## config.mk

```make
export PLATFORM = sky130hd
export DESIGN_NAME = weather_sensor_packet_decoder_flat
export DESIGN_NICKNAME = d
export VERILOG_FILES = /design/src/hw/rtl/wspd_pkg.sv /design/src/hw/rtl/wspd_pkt_if.sv /design/src/hw/rtl/wspd_res_if.sv /design/src/hw/rtl/wspd_cfg_if.sv /design/src/hw/rtl/wspd_div.sv /design/src/hw/rtl/wspd_dp.sv /design/src/hw/rtl/wspd_ctrl.sv /design/src/hw/rtl/weather_sensor_packet_decoder.sv /design/src/flat_wrapper.sv
export SDC_FILE = /design/constraint.sdc
export NUM_CORES = 2
export LEC_CHECK = 0
export BUFFER_PORTS_ARGS = -buffer_cell sky130_fd_sc_hd__buf_2
export CELL_PAD_IN_SITES_DETAIL_PLACEMENT = 2
export CELL_PAD_IN_SITES_GLOBAL_PLACEMENT = 2
export CORE_ASPECT_RATIO = 0.75
export CORE_UTILIZATION = 35
export CTS_BUF_LIST = sky130_fd_sc_hd__clkbuf_4 sky130_fd_sc_hd__clkbuf_8
export DETAILED_ROUTE_END_ITERATION = 12
export GPL_ROUTABILITY_DRIVEN = 0
export PLACE_DENSITY_LB_ADDON = 0.1
export RECOVER_POWER = 50
export SLEW_MARGIN = 20
export SYNTH_ARGS = -nofsm -noshare
export SYNTH_HDL_FRONTEND = slang
export SYNTH_SLANG_ARGS = --single-unit
```

## constraint.sdc

```tcl
create_clock -name clk -period 6.8 [get_ports clk]
set_input_delay 1.36 -clock clk [delete_from_list [all_inputs] [get_ports clk]]
set_output_delay 1.36 -clock clk [all_outputs]
set_load 0.01 [all_outputs]
```

## src/hw/rtl/wspd_pkg.sv

```systemverilog
// shared types and constants for the weather sensor packet decoder
`default_nettype none

package wspd_pkg;

	localparam int unsigned CupWidth  = 7;
	localparam int unsigned RawWidth  = 10;
	localparam int unsigned DivWidth  = 23;
	localparam int unsigned MeasWidth = 24;
	localparam int unsigned CntWidth  = $clog2(DivWidth);

	localparam logic [CupWidth-1:0]  CupReset = 7'd20;
	localparam logic [MeasWidth-1:0] MeasSat  = 24'h7FFFFF;

	// message kinds from the header high nibble
	localparam logic [3:0] KindCap      = 4'd2;
	localparam logic [3:0] KindRainRate = 4'd5;
	localparam logic [3:0] KindSolar    = 4'd7;
	localparam logic [3:0] KindTemp     = 4'd8;
	localparam logic [3:0] KindGust     = 4'd9;
	localparam logic [3:0] KindHumid    = 4'd10;
	localparam logic [3:0] KindClicks   = 4'd14;

	// rain rate numerators for the two timing modes
	localparam logic [15:0] NumSlow = 16'd57600;
	localparam logic [15:0] NumFast = 16'd3600;

	// reciprocal multipliers, exact for the operand ranges used here
	localparam logic [18:0] Recip1000 = 19'd268436;     // shift 28
	localparam logic [12:0] Recip17   = 13'd7711;       // shift 17
	localparam logic [10:0] Recip5    = 11'd1639;       // shift 13
	localparam logic [26:0] TempMul   = 27'd116508500;  // 500 * ceil(2^21 / 9), shift 21

	typedef enum logic [2:0] {
		ST_IDLE,
		ST_PREP,
		ST_RECIP,
		ST_TEMP,
		ST_DIV,
		ST_DONE
	} state_t;

	typedef struct packed {
		logic load;
		logic prep;
		logic recip;
		logic temp;
		logic div_start;
		logic div_step;
		logic out_load;
	} cmd_t;

	typedef struct packed {
		logic need_div;
		logic out_free;
	} sts_t;

endpackage

`default_nettype wire

```

## src/hw/rtl/wspd_pkt_if.sv

```systemverilog
// packet input channel
`default_nettype none

interface wspd_pkt_if;
	logic       valid;
	logic       ready;
	logic [7:0] header_byte;
	logic [7:0] wind_speed_byte;
	logic [7:0] wind_direction_byte;
	logic [7:0] payload_high;
	logic [7:0] payload_low;

	modport source (
		output valid, header_byte, wind_speed_byte, wind_direction_byte,
		output payload_high, payload_low,
		input  ready
	);
	modport sink (
		input  valid, header_byte, wind_speed_byte, wind_direction_byte,
		input  payload_high, payload_low,
		output ready
	);
endinterface

`default_nettype wire

```

## src/hw/rtl/wspd_res_if.sv

```systemverilog
// decoded result channel
`default_nettype none

interface wspd_res_if;
	logic                                  valid;
	logic                                  ready;
	logic [2:0]                            station_id;
	logic                                  battery_low;
	logic [3:0]                            message_kind;
	logic [15:0]                           wind_speed;
	logic [8:0]                            wind_direction;
	logic signed [wspd_pkg::MeasWidth-1:0] measurement;
	logic                                  measurement_valid;
	logic                                  rate_saturated;
	logic [15:0]                           rain_clicks_day;
	logic [31:0]                           rain_clicks_total;

	modport source (
		output valid, station_id, battery_low, message_kind, wind_speed,
		output wind_direction, measurement, measurement_valid, rate_saturated,
		output rain_clicks_day, rain_clicks_total,
		input  ready
	);
	modport sink (
		input  valid, station_id, battery_low, message_kind, wind_speed,
		input  wind_direction, measurement, measurement_valid, rate_saturated,
		input  rain_clicks_day, rain_clicks_total,
		output ready
	);
endinterface

`default_nettype wire

```

## src/hw/rtl/wspd_cfg_if.sv

```systemverilog
// configuration write channel for the rain cup size
`default_nettype none

interface wspd_cfg_if;
	logic                               valid;
	logic                               ready;
	logic [wspd_pkg::CupWidth-1:0]      rain_cup_size;

	modport source (output valid, rain_cup_size, input ready);
	modport sink   (input valid, rain_cup_size, output ready);
endinterface

`default_nettype wire

```

## src/hw/rtl/wspd_div.sv

```systemverilog
// bit-serial restoring divider for the rain rate
`default_nettype none

module wspd_div (
	input  wire logic                          clk,
	input  wire logic                          arst_n,
	input  wire logic                          start,
	input  wire logic                          step,
	input  wire logic [wspd_pkg::DivWidth-1:0] dividend,
	input  wire logic [wspd_pkg::RawWidth-1:0] divisor,
	output logic      [wspd_pkg::DivWidth-1:0] quotient
);

	logic [wspd_pkg::DivWidth-1:0] quo_q;
	logic [wspd_pkg::RawWidth-1:0] rem_q;
	logic [wspd_pkg::RawWidth-1:0] dvs_q;
	logic [wspd_pkg::RawWidth:0]   trial;
	logic [wspd_pkg::RawWidth:0]   rem_next;
	logic                          ge;

	// dividend bits shift out the top while quotient bits shift in below
	always_comb begin
		trial    = {rem_q, quo_q[wspd_pkg::DivWidth-1]};
		ge       = trial >= {1'b0, dvs_q};
		rem_next = ge ? trial - {1'b0, dvs_q} : trial;
	end

	always_ff @(posedge clk or negedge arst_n) begin
		if (!arst_n) begin
			quo_q <= '0;
			rem_q <= '0;
			dvs_q <= '0;
		end else if (start) begin
			quo_q <= dividend;
			rem_q <= '0;
			dvs_q <= divisor;
		end else if (step) begin
			quo_q <= {quo_q[wspd_pkg::DivWidth-2:0], ge};
			rem_q <= rem_next[wspd_pkg::RawWidth-1:0];
		end
	end

	assign quotient = quo_q;

endmodule

`default_nettype wire

```

## src/hw/rtl/wspd_dp.sv

```systemverilog
// datapath: field decode, constant scaling, rain tracking and result register
`default_nettype none

module wspd_dp (
	input  wire logic                          clk,
	input  wire logic                          arst_n,
	input  wire wspd_pkg::cmd_t                cmd,
	output wspd_pkg::sts_t                     sts,
	input  wire logic                          cfg_we,
	input  wire logic [wspd_pkg::CupWidth-1:0] cfg_data,
	wspd_pkt_if.sink                           pkt,
	wspd_res_if.source                         res
);

	// captured packet
	logic [7:0] hdr_q, ws_q, wd_q, b3_q, b4_q;
	logic [wspd_pkg::CupWidth-1:0] cup_q;

	// working registers
	logic [17:0]                   ws_y_q, gu_y_q;
	logic [12:0]                   dir_y_q;
	logic [10:0]                   t5_q;
	logic [wspd_pkg::DivWidth-1:0] rr_num_q;
	logic [15:0]                   wind_speed_q, gust_q;
	logic [8:0]                    dir_q;
	logic signed [9:0]             f_q;
	logic signed [wspd_pkg::MeasWidth-1:0] temp_q;

	// rain click tracking
	logic [6:0]  last_q;
	logic        have_q;
	logic [15:0] day_q;
	logic [31:0] total_q;

	// result register
	logic                                  out_valid_q;
	logic [2:0]                            station_id_q;
	logic                                  battery_low_q;
	logic [3:0]                            kind_out_q;
	logic [15:0]                           wind_speed_out_q;
	logic [8:0]                            dir_out_q;
	logic signed [wspd_pkg::MeasWidth-1:0] meas_q;
	logic                                  meas_valid_q;
	logic                                  sat_q;
	logic [15:0]                           day_out_q;
	logic [31:0]                           total_out_q;

	logic [3:0]                            kind;
	logic [wspd_pkg::RawWidth-1:0]         raw;
	logic [15:0]                           num;
	logic [36:0]                           ws_p, gu_p;
	logic [25:0]                           dir_p;
	logic [8:0]                            dir_d;
	logic [21:0]                           t_p;
	logic [8:0]                            q5;
	logic [9:0]                            f_neg;
	logic [8:0]                            mag;
	logic [35:0]                           tm_p;
	logic [14:0]                           tv;
	logic [wspd_pkg::DivWidth-1:0]         quotient;
	logic [9:0]                            cap;
	logic [11:0]                           humid;
	logic [6:0]                            click;
	logic [6:0]                            diff;
	logic [15:0]                           day_next;
	logic [31:0]                           total_next;
	logic signed [wspd_pkg::MeasWidth-1:0] meas_next;
	logic                                  meas_valid_next;
	logic                                  sat_next;
	logic                                  is_clicks;

	assign kind  = hdr_q[7:4];
	assign raw   = {b4_q[5:4], b3_q};
	assign num   = b4_q[6] ? wspd_pkg::NumFast : wspd_pkg::NumSlow;
	assign cap   = {b3_q, b4_q[7:6]};
	assign humid = {b4_q[7:4], b3_q};
	assign click = b3_q[6:0];

	assign sts.need_div = (kind == wspd_pkg::KindRainRate) && (b3_q != 8'hFF) && (raw != '0);
	assign sts.out_free = !out_valid_q || res.ready;

	wspd_div u_div (
		.clk      (clk),
		.arst_n   (arst_n),
		.start    (cmd.div_start),
		.step     (cmd.div_step),
		.dividend (rr_num_q),
		.divisor  (raw),
		.quotient (quotient)
	);

	// reciprocal products: floor(y/1000), floor(y/17), floor(x/5), and the temperature magnitude scaling
	always_comb begin
		ws_p  = {19'd0, ws_y_q} * {18'd0, wspd_pkg::Recip1000};
		gu_p  = {19'd0, gu_y_q} * {18'd0, wspd_pkg::Recip1000};
		dir_p = {13'd0, dir_y_q} * {13'd0, wspd_pkg::Recip17};
		dir_d = dir_p[25:17];
		t_p   = {11'd0, t5_q} * {11'd0, wspd_pkg::Recip5};
		q5    = t_p[21:13];
		f_neg = -f_q;
		mag   = f_q[9] ? f_neg[8:0] : f_q[8:0];
		tm_p  = {27'd0, mag} * {9'd0, wspd_pkg::TempMul};
		tv    = tm_p[35:21];
	end

	always_ff @(posedge clk or negedge arst_n) begin
		if (!arst_n) begin
			cup_q <= wspd_pkg::CupReset;
		end else if (cfg_we) begin
			cup_q <= cfg_data;
		end
	end

	always_ff @(posedge clk) begin
		if (cmd.load) begin
			hdr_q <= pkt.header_byte;
			ws_q  <= pkt.wind_speed_byte;
			wd_q  <= pkt.wind_direction_byte;
			b3_q  <= pkt.payload_high;
			b4_q  <= pkt.payload_low;
		end
		if (cmd.prep) begin
			ws_y_q   <= {10'd0, ws_q} * 18'd934;
			gu_y_q   <= {10'd0, b3_q} * 18'd934;
			dir_y_q  <= {1'b0, wd_q, 4'b0} + {2'b0, wd_q, 3'b0};
			t5_q     <= {b3_q, b4_q[7:5]};
			rr_num_q <= {7'd0, num} * {16'd0, cup_q};
		end
		if (cmd.recip) begin
			// mph * 160.934 = mph * 160 + mph * 934 / 1000, in hundredths of km/h
			wind_speed_q <= {1'b0, ws_q, 7'b0} + {3'b0, ws_q, 5'b0} + {8'd0, ws_p[35:28]};
			gust_q       <= {1'b0, b3_q, 7'b0} + {3'b0, b3_q, 5'b0} + {8'd0, gu_p[35:28]};
			dir_q        <= (dir_d >= 9'd180) ? dir_d - 9'd180 : dir_d + 9'd180;
			f_q          <= $signed({1'b0, q5}) - 10'sd32;
		end
		if (cmd.temp) begin
			temp_q <= f_q[9] ? -$signed({9'd0, tv}) : $signed({9'd0, tv});
		end
	end

	// click tracker: first count seen gives a zero step
	always_comb begin
		is_clicks  = kind == wspd_pkg::KindClicks;
		diff       = have_q ? click - last_q : 7'd0;
		day_next   = day_q + {9'd0, diff};
		total_next = total_q + {25'd0, diff};
	end

	always_comb begin
		meas_next       = '0;
		meas_valid_next = 1'b1;
		sat_next        = 1'b0;
		unique case (kind)
			wspd_pkg::KindCap: begin
				meas_next = $signed({14'd0, cap});
			end
			wspd_pkg::KindRainRate: begin
				if (b3_q == 8'hFF) begin
					meas_next = '0;
				end else if (raw == '0) begin
					meas_next = $signed(wspd_pkg::MeasSat);
					sat_next  = 1'b1;
				end else begin
					meas_next = $signed({1'b0, quotient});
				end
			end
			wspd_pkg::KindSolar: begin
				meas_next = $signed({14'd0, cap} * 24'd100);
			end
			wspd_pkg::KindTemp: begin
				meas_next = temp_q;
			end
			wspd_pkg::KindGust: begin
				meas_next = $signed({8'd0, gust_q});
			end
			wspd_pkg::KindHumid: begin
				meas_next = $signed({12'd0, humid} * 24'd10);
			end
			wspd_pkg::KindClicks: begin
				meas_next = $signed({17'd0, click} * 24'd100);
			end
			default: begin
				meas_valid_next = 1'b0;
			end
		endcase
	end

	always_ff @(posedge clk or negedge arst_n) begin
		if (!arst_n) begin
			last_q      <= '0;
			have_q      <= 1'b0;
			day_q       <= '0;
			total_q     <= '0;
			out_valid_q <= 1'b0;
		end else begin
			if (cmd.out_load && is_clicks) begin
				last_q  <= click;
				have_q  <= 1'b1;
				day_q   <= day_next;
				total_q <= total_next;
			end
			if (cmd.out_load) begin
				out_valid_q <= 1'b1;
			end else if (res.ready) begin
				out_valid_q <= 1'b0;
			end
		end
	end

	always_ff @(posedge clk) begin
		if (cmd.out_load) begin
			station_id_q     <= hdr_q[2:0];
			battery_low_q    <= hdr_q[3];
			kind_out_q       <= kind;
			wind_speed_out_q <= wind_speed_q;
			dir_out_q        <= dir_q;
			meas_q           <= meas_next;
			meas_valid_q     <= meas_valid_next;
			sat_q            <= sat_next;
			day_out_q        <= is_clicks ? day_next : day_q;
			total_out_q      <= is_clicks ? total_next : total_q;
		end
	end

	assign res.valid             = out_valid_q;
	assign res.station_id        = station_id_q;
	assign res.battery_low       = battery_low_q;
	assign res.message_kind      = kind_out_q;
	assign res.wind_speed        = wind_speed_out_q;
	assign res.wind_direction    = dir_out_q;
	assign res.measurement       = meas_q;
	assign res.measurement_valid = meas_valid_q;
	assign res.rate_saturated    = sat_q;
	assign res.rain_clicks_day   = day_out_q;
	assign res.rain_clicks_total = total_out_q;

endmodule

`default_nettype wire

```

## src/hw/rtl/wspd_ctrl.sv

```systemverilog
// controller state machine sequencing the datapath
`default_nettype none

module wspd_ctrl (
	input  wire logic           clk,
	input  wire logic           arst_n,
	input  wire logic           pkt_valid,
	input  wire wspd_pkg::sts_t sts,
	output logic                in_ready,
	output wspd_pkg::cmd_t      cmd
);

	localparam logic [wspd_pkg::CntWidth-1:0] DivLast =
		wspd_pkg::CntWidth'(wspd_pkg::DivWidth - 1);

	wspd_pkg::state_t state_q, state_next;
	logic [wspd_pkg::CntWidth-1:0] cnt_q;

	always_ff @(posedge clk or negedge arst_n) begin
		if (!arst_n) begin
			state_q <= wspd_pkg::ST_IDLE;
			cnt_q   <= '0;
		end else begin
			state_q <= state_next;
			if (cmd.div_start) begin
				cnt_q <= '0;
			end else if (cmd.div_step) begin
				cnt_q <= cnt_q + 1'b1;
			end
		end
	end

	always_comb begin
		state_next = state_q;
		unique case (state_q)
			wspd_pkg::ST_IDLE: begin
				if (pkt_valid) state_next = wspd_pkg::ST_PREP;
			end
			wspd_pkg::ST_PREP: begin
				state_next = wspd_pkg::ST_RECIP;
			end
			wspd_pkg::ST_RECIP: begin
				state_next = wspd_pkg::ST_TEMP;
			end
			wspd_pkg::ST_TEMP: begin
				state_next = sts.need_div ? wspd_pkg::ST_DIV : wspd_pkg::ST_DONE;
			end
			wspd_pkg::ST_DIV: begin
				if (cnt_q == DivLast) state_next = wspd_pkg::ST_DONE;
			end
			wspd_pkg::ST_DONE: begin
				if (sts.out_free) state_next = wspd_pkg::ST_IDLE;
			end
			default: begin
				state_next = wspd_pkg::ST_IDLE;
			end
		endcase
	end

	always_comb begin
		in_ready      = 1'b0;
		cmd           = '0;
		unique case (state_q)
			wspd_pkg::ST_IDLE: begin
				in_ready = 1'b1;
				cmd.load = pkt_valid;
			end
			wspd_pkg::ST_PREP: begin
				cmd.prep = 1'b1;
			end
			wspd_pkg::ST_RECIP: begin
				cmd.recip = 1'b1;
			end
			wspd_pkg::ST_TEMP: begin
				cmd.temp      = 1'b1;
				cmd.div_start = sts.need_div;
			end
			wspd_pkg::ST_DIV: begin
				cmd.div_step = 1'b1;
			end
			wspd_pkg::ST_DONE: begin
				cmd.out_load = sts.out_free;
			end
			default: begin
				in_ready = 1'b0;
			end
		endcase
	end

endmodule

`default_nettype wire

```

## src/hw/rtl/weather_sensor_packet_decoder.sv

```systemverilog
// Weather sensor packet decoder: takes the first five bytes of a sensor radio packet
// and returns one result word with station id, battery bit, message kind, wind speed
// in hundredths of km/h, wind direction rotated by 180 degrees, one measurement chosen
// by the kind, and the daily and overall rain click sums. One packet is worked on at a
// time. After a packet is accepted, the controller runs the prep, reciprocal and
// temperature states, then, for a rain rate packet that needs a division, the divider
// state, in which the bit-serial divider makes one quotient bit per cycle over 23
// bits, and at last the done state, which loads the result register. A new packet is
// accepted only after the previous one has been loaded there. The result sits in an
// output register, so the next packet is accepted while the previous word waits to be
// taken. The packet after that waits in its last step until the output register is
// free, and the input stays not ready meanwhile. The rain cup size register resets to
// 20 and is written through the cfg channel, which is always ready.
`default_nettype none

module weather_sensor_packet_decoder (
	input  wire logic  clk,
	input  wire logic  arst_n,
	wspd_pkt_if.sink   pkt,
	wspd_res_if.source res,
	wspd_cfg_if.sink   cfg
);

	wspd_pkg::cmd_t cmd;
	wspd_pkg::sts_t sts;
	logic           in_ready;

	assign pkt.ready = in_ready;
	assign cfg.ready = 1'b1;

	wspd_ctrl u_ctrl (
		.clk       (clk),
		.arst_n    (arst_n),
		.pkt_valid (pkt.valid),
		.sts       (sts),
		.in_ready  (in_ready),
		.cmd       (cmd)
	);

	wspd_dp u_dp (
		.clk      (clk),
		.arst_n   (arst_n),
		.cmd      (cmd),
		.sts      (sts),
		.cfg_we   (cfg.valid),
		.cfg_data (cfg.rain_cup_size),
		.pkt      (pkt),
		.res      (res)
	);

endmodule

`default_nettype wire
```

## src/flat_wrapper.sv

```systemverilog
// flat-port wrapper written by rule: the top's interface ports become plain ports
module weather_sensor_packet_decoder_flat 
  (clk, arst_n, pkt_valid, pkt_header_byte, pkt_wind_speed_byte, pkt_wind_direction_byte, pkt_payload_high, pkt_payload_low, pkt_ready, res_valid, res_station_id, res_battery_low, res_message_kind, res_wind_speed, res_wind_direction, res_measurement, res_measurement_valid, res_rate_saturated, res_rain_clicks_day, res_rain_clicks_total, res_ready, cfg_valid, cfg_rain_cup_size, cfg_ready);
  wspd_pkt_if pkt_i ();
  wspd_res_if res_i ();
  wspd_cfg_if cfg_i ();
  input  wire logic clk;
  input  wire logic arst_n;
  input wire logic [$bits(pkt_i.valid)-1:0] pkt_valid;
  input wire logic [$bits(pkt_i.header_byte)-1:0] pkt_header_byte;
  input wire logic [$bits(pkt_i.wind_speed_byte)-1:0] pkt_wind_speed_byte;
  input wire logic [$bits(pkt_i.wind_direction_byte)-1:0] pkt_wind_direction_byte;
  input wire logic [$bits(pkt_i.payload_high)-1:0] pkt_payload_high;
  input wire logic [$bits(pkt_i.payload_low)-1:0] pkt_payload_low;
  output wire logic [$bits(pkt_i.ready)-1:0] pkt_ready;
  output wire logic [$bits(res_i.valid)-1:0] res_valid;
  output wire logic [$bits(res_i.station_id)-1:0] res_station_id;
  output wire logic [$bits(res_i.battery_low)-1:0] res_battery_low;
  output wire logic [$bits(res_i.message_kind)-1:0] res_message_kind;
  output wire logic [$bits(res_i.wind_speed)-1:0] res_wind_speed;
  output wire logic [$bits(res_i.wind_direction)-1:0] res_wind_direction;
  output wire logic [$bits(res_i.measurement)-1:0] res_measurement;
  output wire logic [$bits(res_i.measurement_valid)-1:0] res_measurement_valid;
  output wire logic [$bits(res_i.rate_saturated)-1:0] res_rate_saturated;
  output wire logic [$bits(res_i.rain_clicks_day)-1:0] res_rain_clicks_day;
  output wire logic [$bits(res_i.rain_clicks_total)-1:0] res_rain_clicks_total;
  input wire logic [$bits(res_i.ready)-1:0] res_ready;
  input wire logic [$bits(cfg_i.valid)-1:0] cfg_valid;
  input wire logic [$bits(cfg_i.rain_cup_size)-1:0] cfg_rain_cup_size;
  output wire logic [$bits(cfg_i.ready)-1:0] cfg_ready;
  assign pkt_i.valid = pkt_valid;
  assign pkt_i.header_byte = pkt_header_byte;
  assign pkt_i.wind_speed_byte = pkt_wind_speed_byte;
  assign pkt_i.wind_direction_byte = pkt_wind_direction_byte;
  assign pkt_i.payload_high = pkt_payload_high;
  assign pkt_i.payload_low = pkt_payload_low;
  assign pkt_ready = pkt_i.ready;
  assign res_valid = res_i.valid;
  assign res_station_id = res_i.station_id;
  assign res_battery_low = res_i.battery_low;
  assign res_message_kind = res_i.message_kind;
  assign res_wind_speed = res_i.wind_speed;
  assign res_wind_direction = res_i.wind_direction;
  assign res_measurement = res_i.measurement;
  assign res_measurement_valid = res_i.measurement_valid;
  assign res_rate_saturated = res_i.rate_saturated;
  assign res_rain_clicks_day = res_i.rain_clicks_day;
  assign res_rain_clicks_total = res_i.rain_clicks_total;
  assign res_i.ready = res_ready;
  assign cfg_i.valid = cfg_valid;
  assign cfg_i.rain_cup_size = cfg_rain_cup_size;
  assign cfg_ready = cfg_i.ready;
  weather_sensor_packet_decoder u_core (.clk(clk), .arst_n(arst_n), .pkt(pkt_i), .res(res_i), .cfg(cfg_i));
endmodule
```

==> impl_results.md <==
* Initial antenna violation count at 5
* Die X at just under 400 um
* Crit-path slowest cell: fa_1
* Seq cells post-synth at roughly 410
* Die Ht at roughly 290 um
* Max Cap Viol at 8
* HP Start: u_core.u_dp.dir_q[6]
* First-pass GRT wire length at 181400 um
* # hold bufs at CTS at 0
* Post-detail-place hpwl at slightly above 90000 um
* Worst Path Arrival at between 7 and 8 ns
* Vias in the first global route at approximately 32000
* I/O Buffers at between 150 and 200
* Clock skew at about 0.054 ns
* Pre-antenna DRT Iters at 6
* Final Hold Viols at 0
* Final setup fails at 9
* Critical path type: register to register
* Post-Syn Instances at around 3700
* Mean Syn Cell Area at 10.40 um^2
* Post-route setup slack at -0.4201 ns
* Row cnt at approximately 110
* CTS Buffer Depth at 3
* Routed wire per std cell at roughly 20 um
* Min cycle time layout at roughly 7.2 ns
* Worst-path maximum fanout at 3
* DIE AREA at approximately 0.11 mm^2
* Placed Area at about 0.043 mm^2
* R2R Setup Slk at -0.42 ns
* CTS Root Cell: clkbuf_8
* CTS Buf Count at 77
* Transition time at the pin with the least slew margin at approximately 4.3 ns
* YS warnings at 0
* # IOs at around 160
* Skew-Pair Late Insertion Delay at around 0.75 ns
* Failing checks: capacitance limit, slew limit, setup timing
* Total number of vias at ~28000
* Avg Vias per Cell at about 4.9
* Required time worst endpoint at around 7.3 ns
* CTS clock-pin slew for the worst setup and hold paths at ~0.060 ns
* Final TNS setup at -1.993 ns
* Largest net degree at the start of global routing at between 60 and 70
* Post-route cell area at about 0.047 mm^2
* Most common cell after layout, fill and taps aside: inv_1
* Gr ovfl total at 0
* Gr usage total at 0.2096
* Hold EP: u_core.u_dp.res.wind_direction[6]
* Remaining DRCs at 0
* Max_slew headroom at -1.869
* Number of synthesized flops with an enable pin at 290
* H-tree level count at 3
* Routed wire length at between 100000 and 150000 um
* CP bufs+invs at 5
* Final #Nets at approximately 5300
* Share of cells above drive strength 1 at 0.1994
* Most frequent cells in the layout: 695 x inv_1, 681 x ha_1, 300 x buf_4
* Routed Antenna Nets at 0
* Asr flop ratio synth at 0.2840
* WHS Path Cells at 0
* Status: finished with violations
* Synth-to-Final Area Change at 20.54%
* RSZ-0062 raised after global routing: true
* Initial Util at 0.3530
* Core area at about 0.11 mm^2
* Period Utilization, post-route at 1.062
* Max-slew violations at between 300 and 400
* First DRT Iteration DRCs at roughly 1100
* Register area share after synthesis at 0.3003
* Top delay family on crit path: adder cells
* Cell variety after synth at 82
* R2r endpoint: u_core.u_dp.wind_speed_q[14]
* Worst Reg-to-Reg Cells at 32
* Clock tree sinks at 405
* Final Hold Slack at around 0.4 ns
* Crit-path max cell delay at between 0.5 and 0.6 ns
* Hold Crit Class: register to register
* CP Launch Type: register
* CP endpoint kind: register
* Achievable Freq at 138.5 MHz
* Reg2reg start: u_core.u_dp.ws_y_q[6]
* CTS tree: done
* Top_reg_cell synth: edfxtp_1
* Post-Syn Area at 0.03859 mm^2
[how the worst max path moves through the flow]
stage,start,end,slack [ns],cells past startpoint
6_report,u_core.u_dp.ws_y_q[6],u_core.u_dp.wind_speed_q[14],-0.42,32
5_1_grt,u_core.u_dp.ws_y_q[6],u_core.u_dp.wind_speed_q[14],-0.71,32
4_1_cts,u_core.u_dp.ws_y_q[7],u_core.u_dp.wind_speed_q[15],-0.45,32
3_5_place_dp,u_core.u_dp.gu_y_q[8],u_core.u_dp.gust_q[13],-0.76,32
3_3_place_gp,u_core.u_dp.gu_y_q[8],u_core.u_dp.gust_q[15],-0.56,33
2_1_floorplan,u_core.u_dp.ws_y_q[7],u_core.u_dp.wind_speed_q[15],-0.007,29
[metal layers]
metal / track usage / vias to the layer above / share of wire
li1: - / 13520 / -
met1: 0.3161 / 14330 / 0.52
met2: 0.3173 / 296 / 0.44
met3: 0.02959 / 131 / 0.029
met4: 0.04279 / 0 / 0.018
met5: 0 / - / 0
[per-stage QoR]
step / cells / setup WS [ns] / util
CTS: 5697 / -0.4545 / 0.4170
global route: 5730 / -0.7116 / 0.4255
detailed placement: 5501 / -0.7634 / 0.3932
finish: 5730 / -0.4201 / 0.4255
global placement: 5501 / -0.5633 / 0.3932
floorplan: 3712 / -0.006502 / -
[cell usage after synthesis, types with 24 or more instances]
library cell,count,share of area
nand2_1,249,0.024
nor2_1,146,0.014
nor3_1,52,0.0067
xor2_1,75,0.017
nand4_1,24,0.0039
o21bai_1,27,0.0053
o21ai_0,144,0.019
xnor2_1,167,0.038
and3_1,26,0.0042
inv_1,726,0.071
ha_1,736,0.24
clkbuf_1,58,0.0056
nand2b_1,31,0.0050
a22oi_1,29,0.0056
a21oi_1,124,0.016
a21o_1,49,0.0095
edfxtp_1,290,0.23
dfrtp_1,113,0.073
nand3_1,54,0.0070
fa_1,284,0.15
[sequential cells by signal (all words and copies together), names as in the netlist, 10 cells and up]
name,count
u_core.u_dp.res.rain_clicks_day,16
u_core.u_dp.rr_num_q,19
u_core.u_dp.gu_y_q,16
u_core.u_dp.res.rain_clicks_total,32
u_core.u_dp.u_div.rem_q,10
u_core.u_dp.day_q,16
u_core.u_dp.res.wind_speed,16
u_core.u_dp.t5_q,11
u_core.u_dp.temp_q,23
u_core.u_dp.ws_y_q,17
u_core.u_dp.dir_y_q,10
u_core.u_dp.wind_speed_q,16
u_core.u_dp.u_div.dvs_q,10
u_core.u_dp.u_div.quotient,23
u_core.u_dp.total_q,32
u_core.u_dp.res.measurement,24
u_core.u_dp.f_q,10
u_core.u_dp.gust_q,16
[area by class of cell]
class	count	area, um^2
antenna	3	7.507
clock buffer	115	1408
clock inverter	26	246.5
fill	11650	62800
inverter	726	2725
multi-input combinational	2517	25390
sequential	405	11590
tap	1444	1807
timing repair buffer	494	3339
[worst register-to-register path, delay by kind of cell, from the launching register on]
kind	cells	cell delay [ns]
AND/OR/NAND/NOR	2	0.19
adder cells (fa/ha/maj)	9	3.38
flip-flops	1	0.49
buffers and inverters	5	0.25
XOR/XNOR	2	0.19
AO/OA/AOI/OAI	14	2.49
[cell families after synthesis]
family | synth area share
adder cells (fa/ha/maj) | 0.3860
buffers and inverters | 0.07714
AND/OR/NAND/NOR | 0.08428
AO/OA/AOI/OAI | 0.09063
flip-flops | 0.3003
XOR/XNOR | 0.05493
multiplexers | 0.006485
other | 0.0001946
[timing repair]
item	4_1_cts	5_1_grt
gates resized for setup	116	141
pin swaps	113	111
cloned	0	0
buffers inserted	56	38
endpoints found under the setup margin	30	32
Power is left out: the tool's default activity adds up to more than one toggle a clock period on the data nets, which glitch-free logic cannot reach.
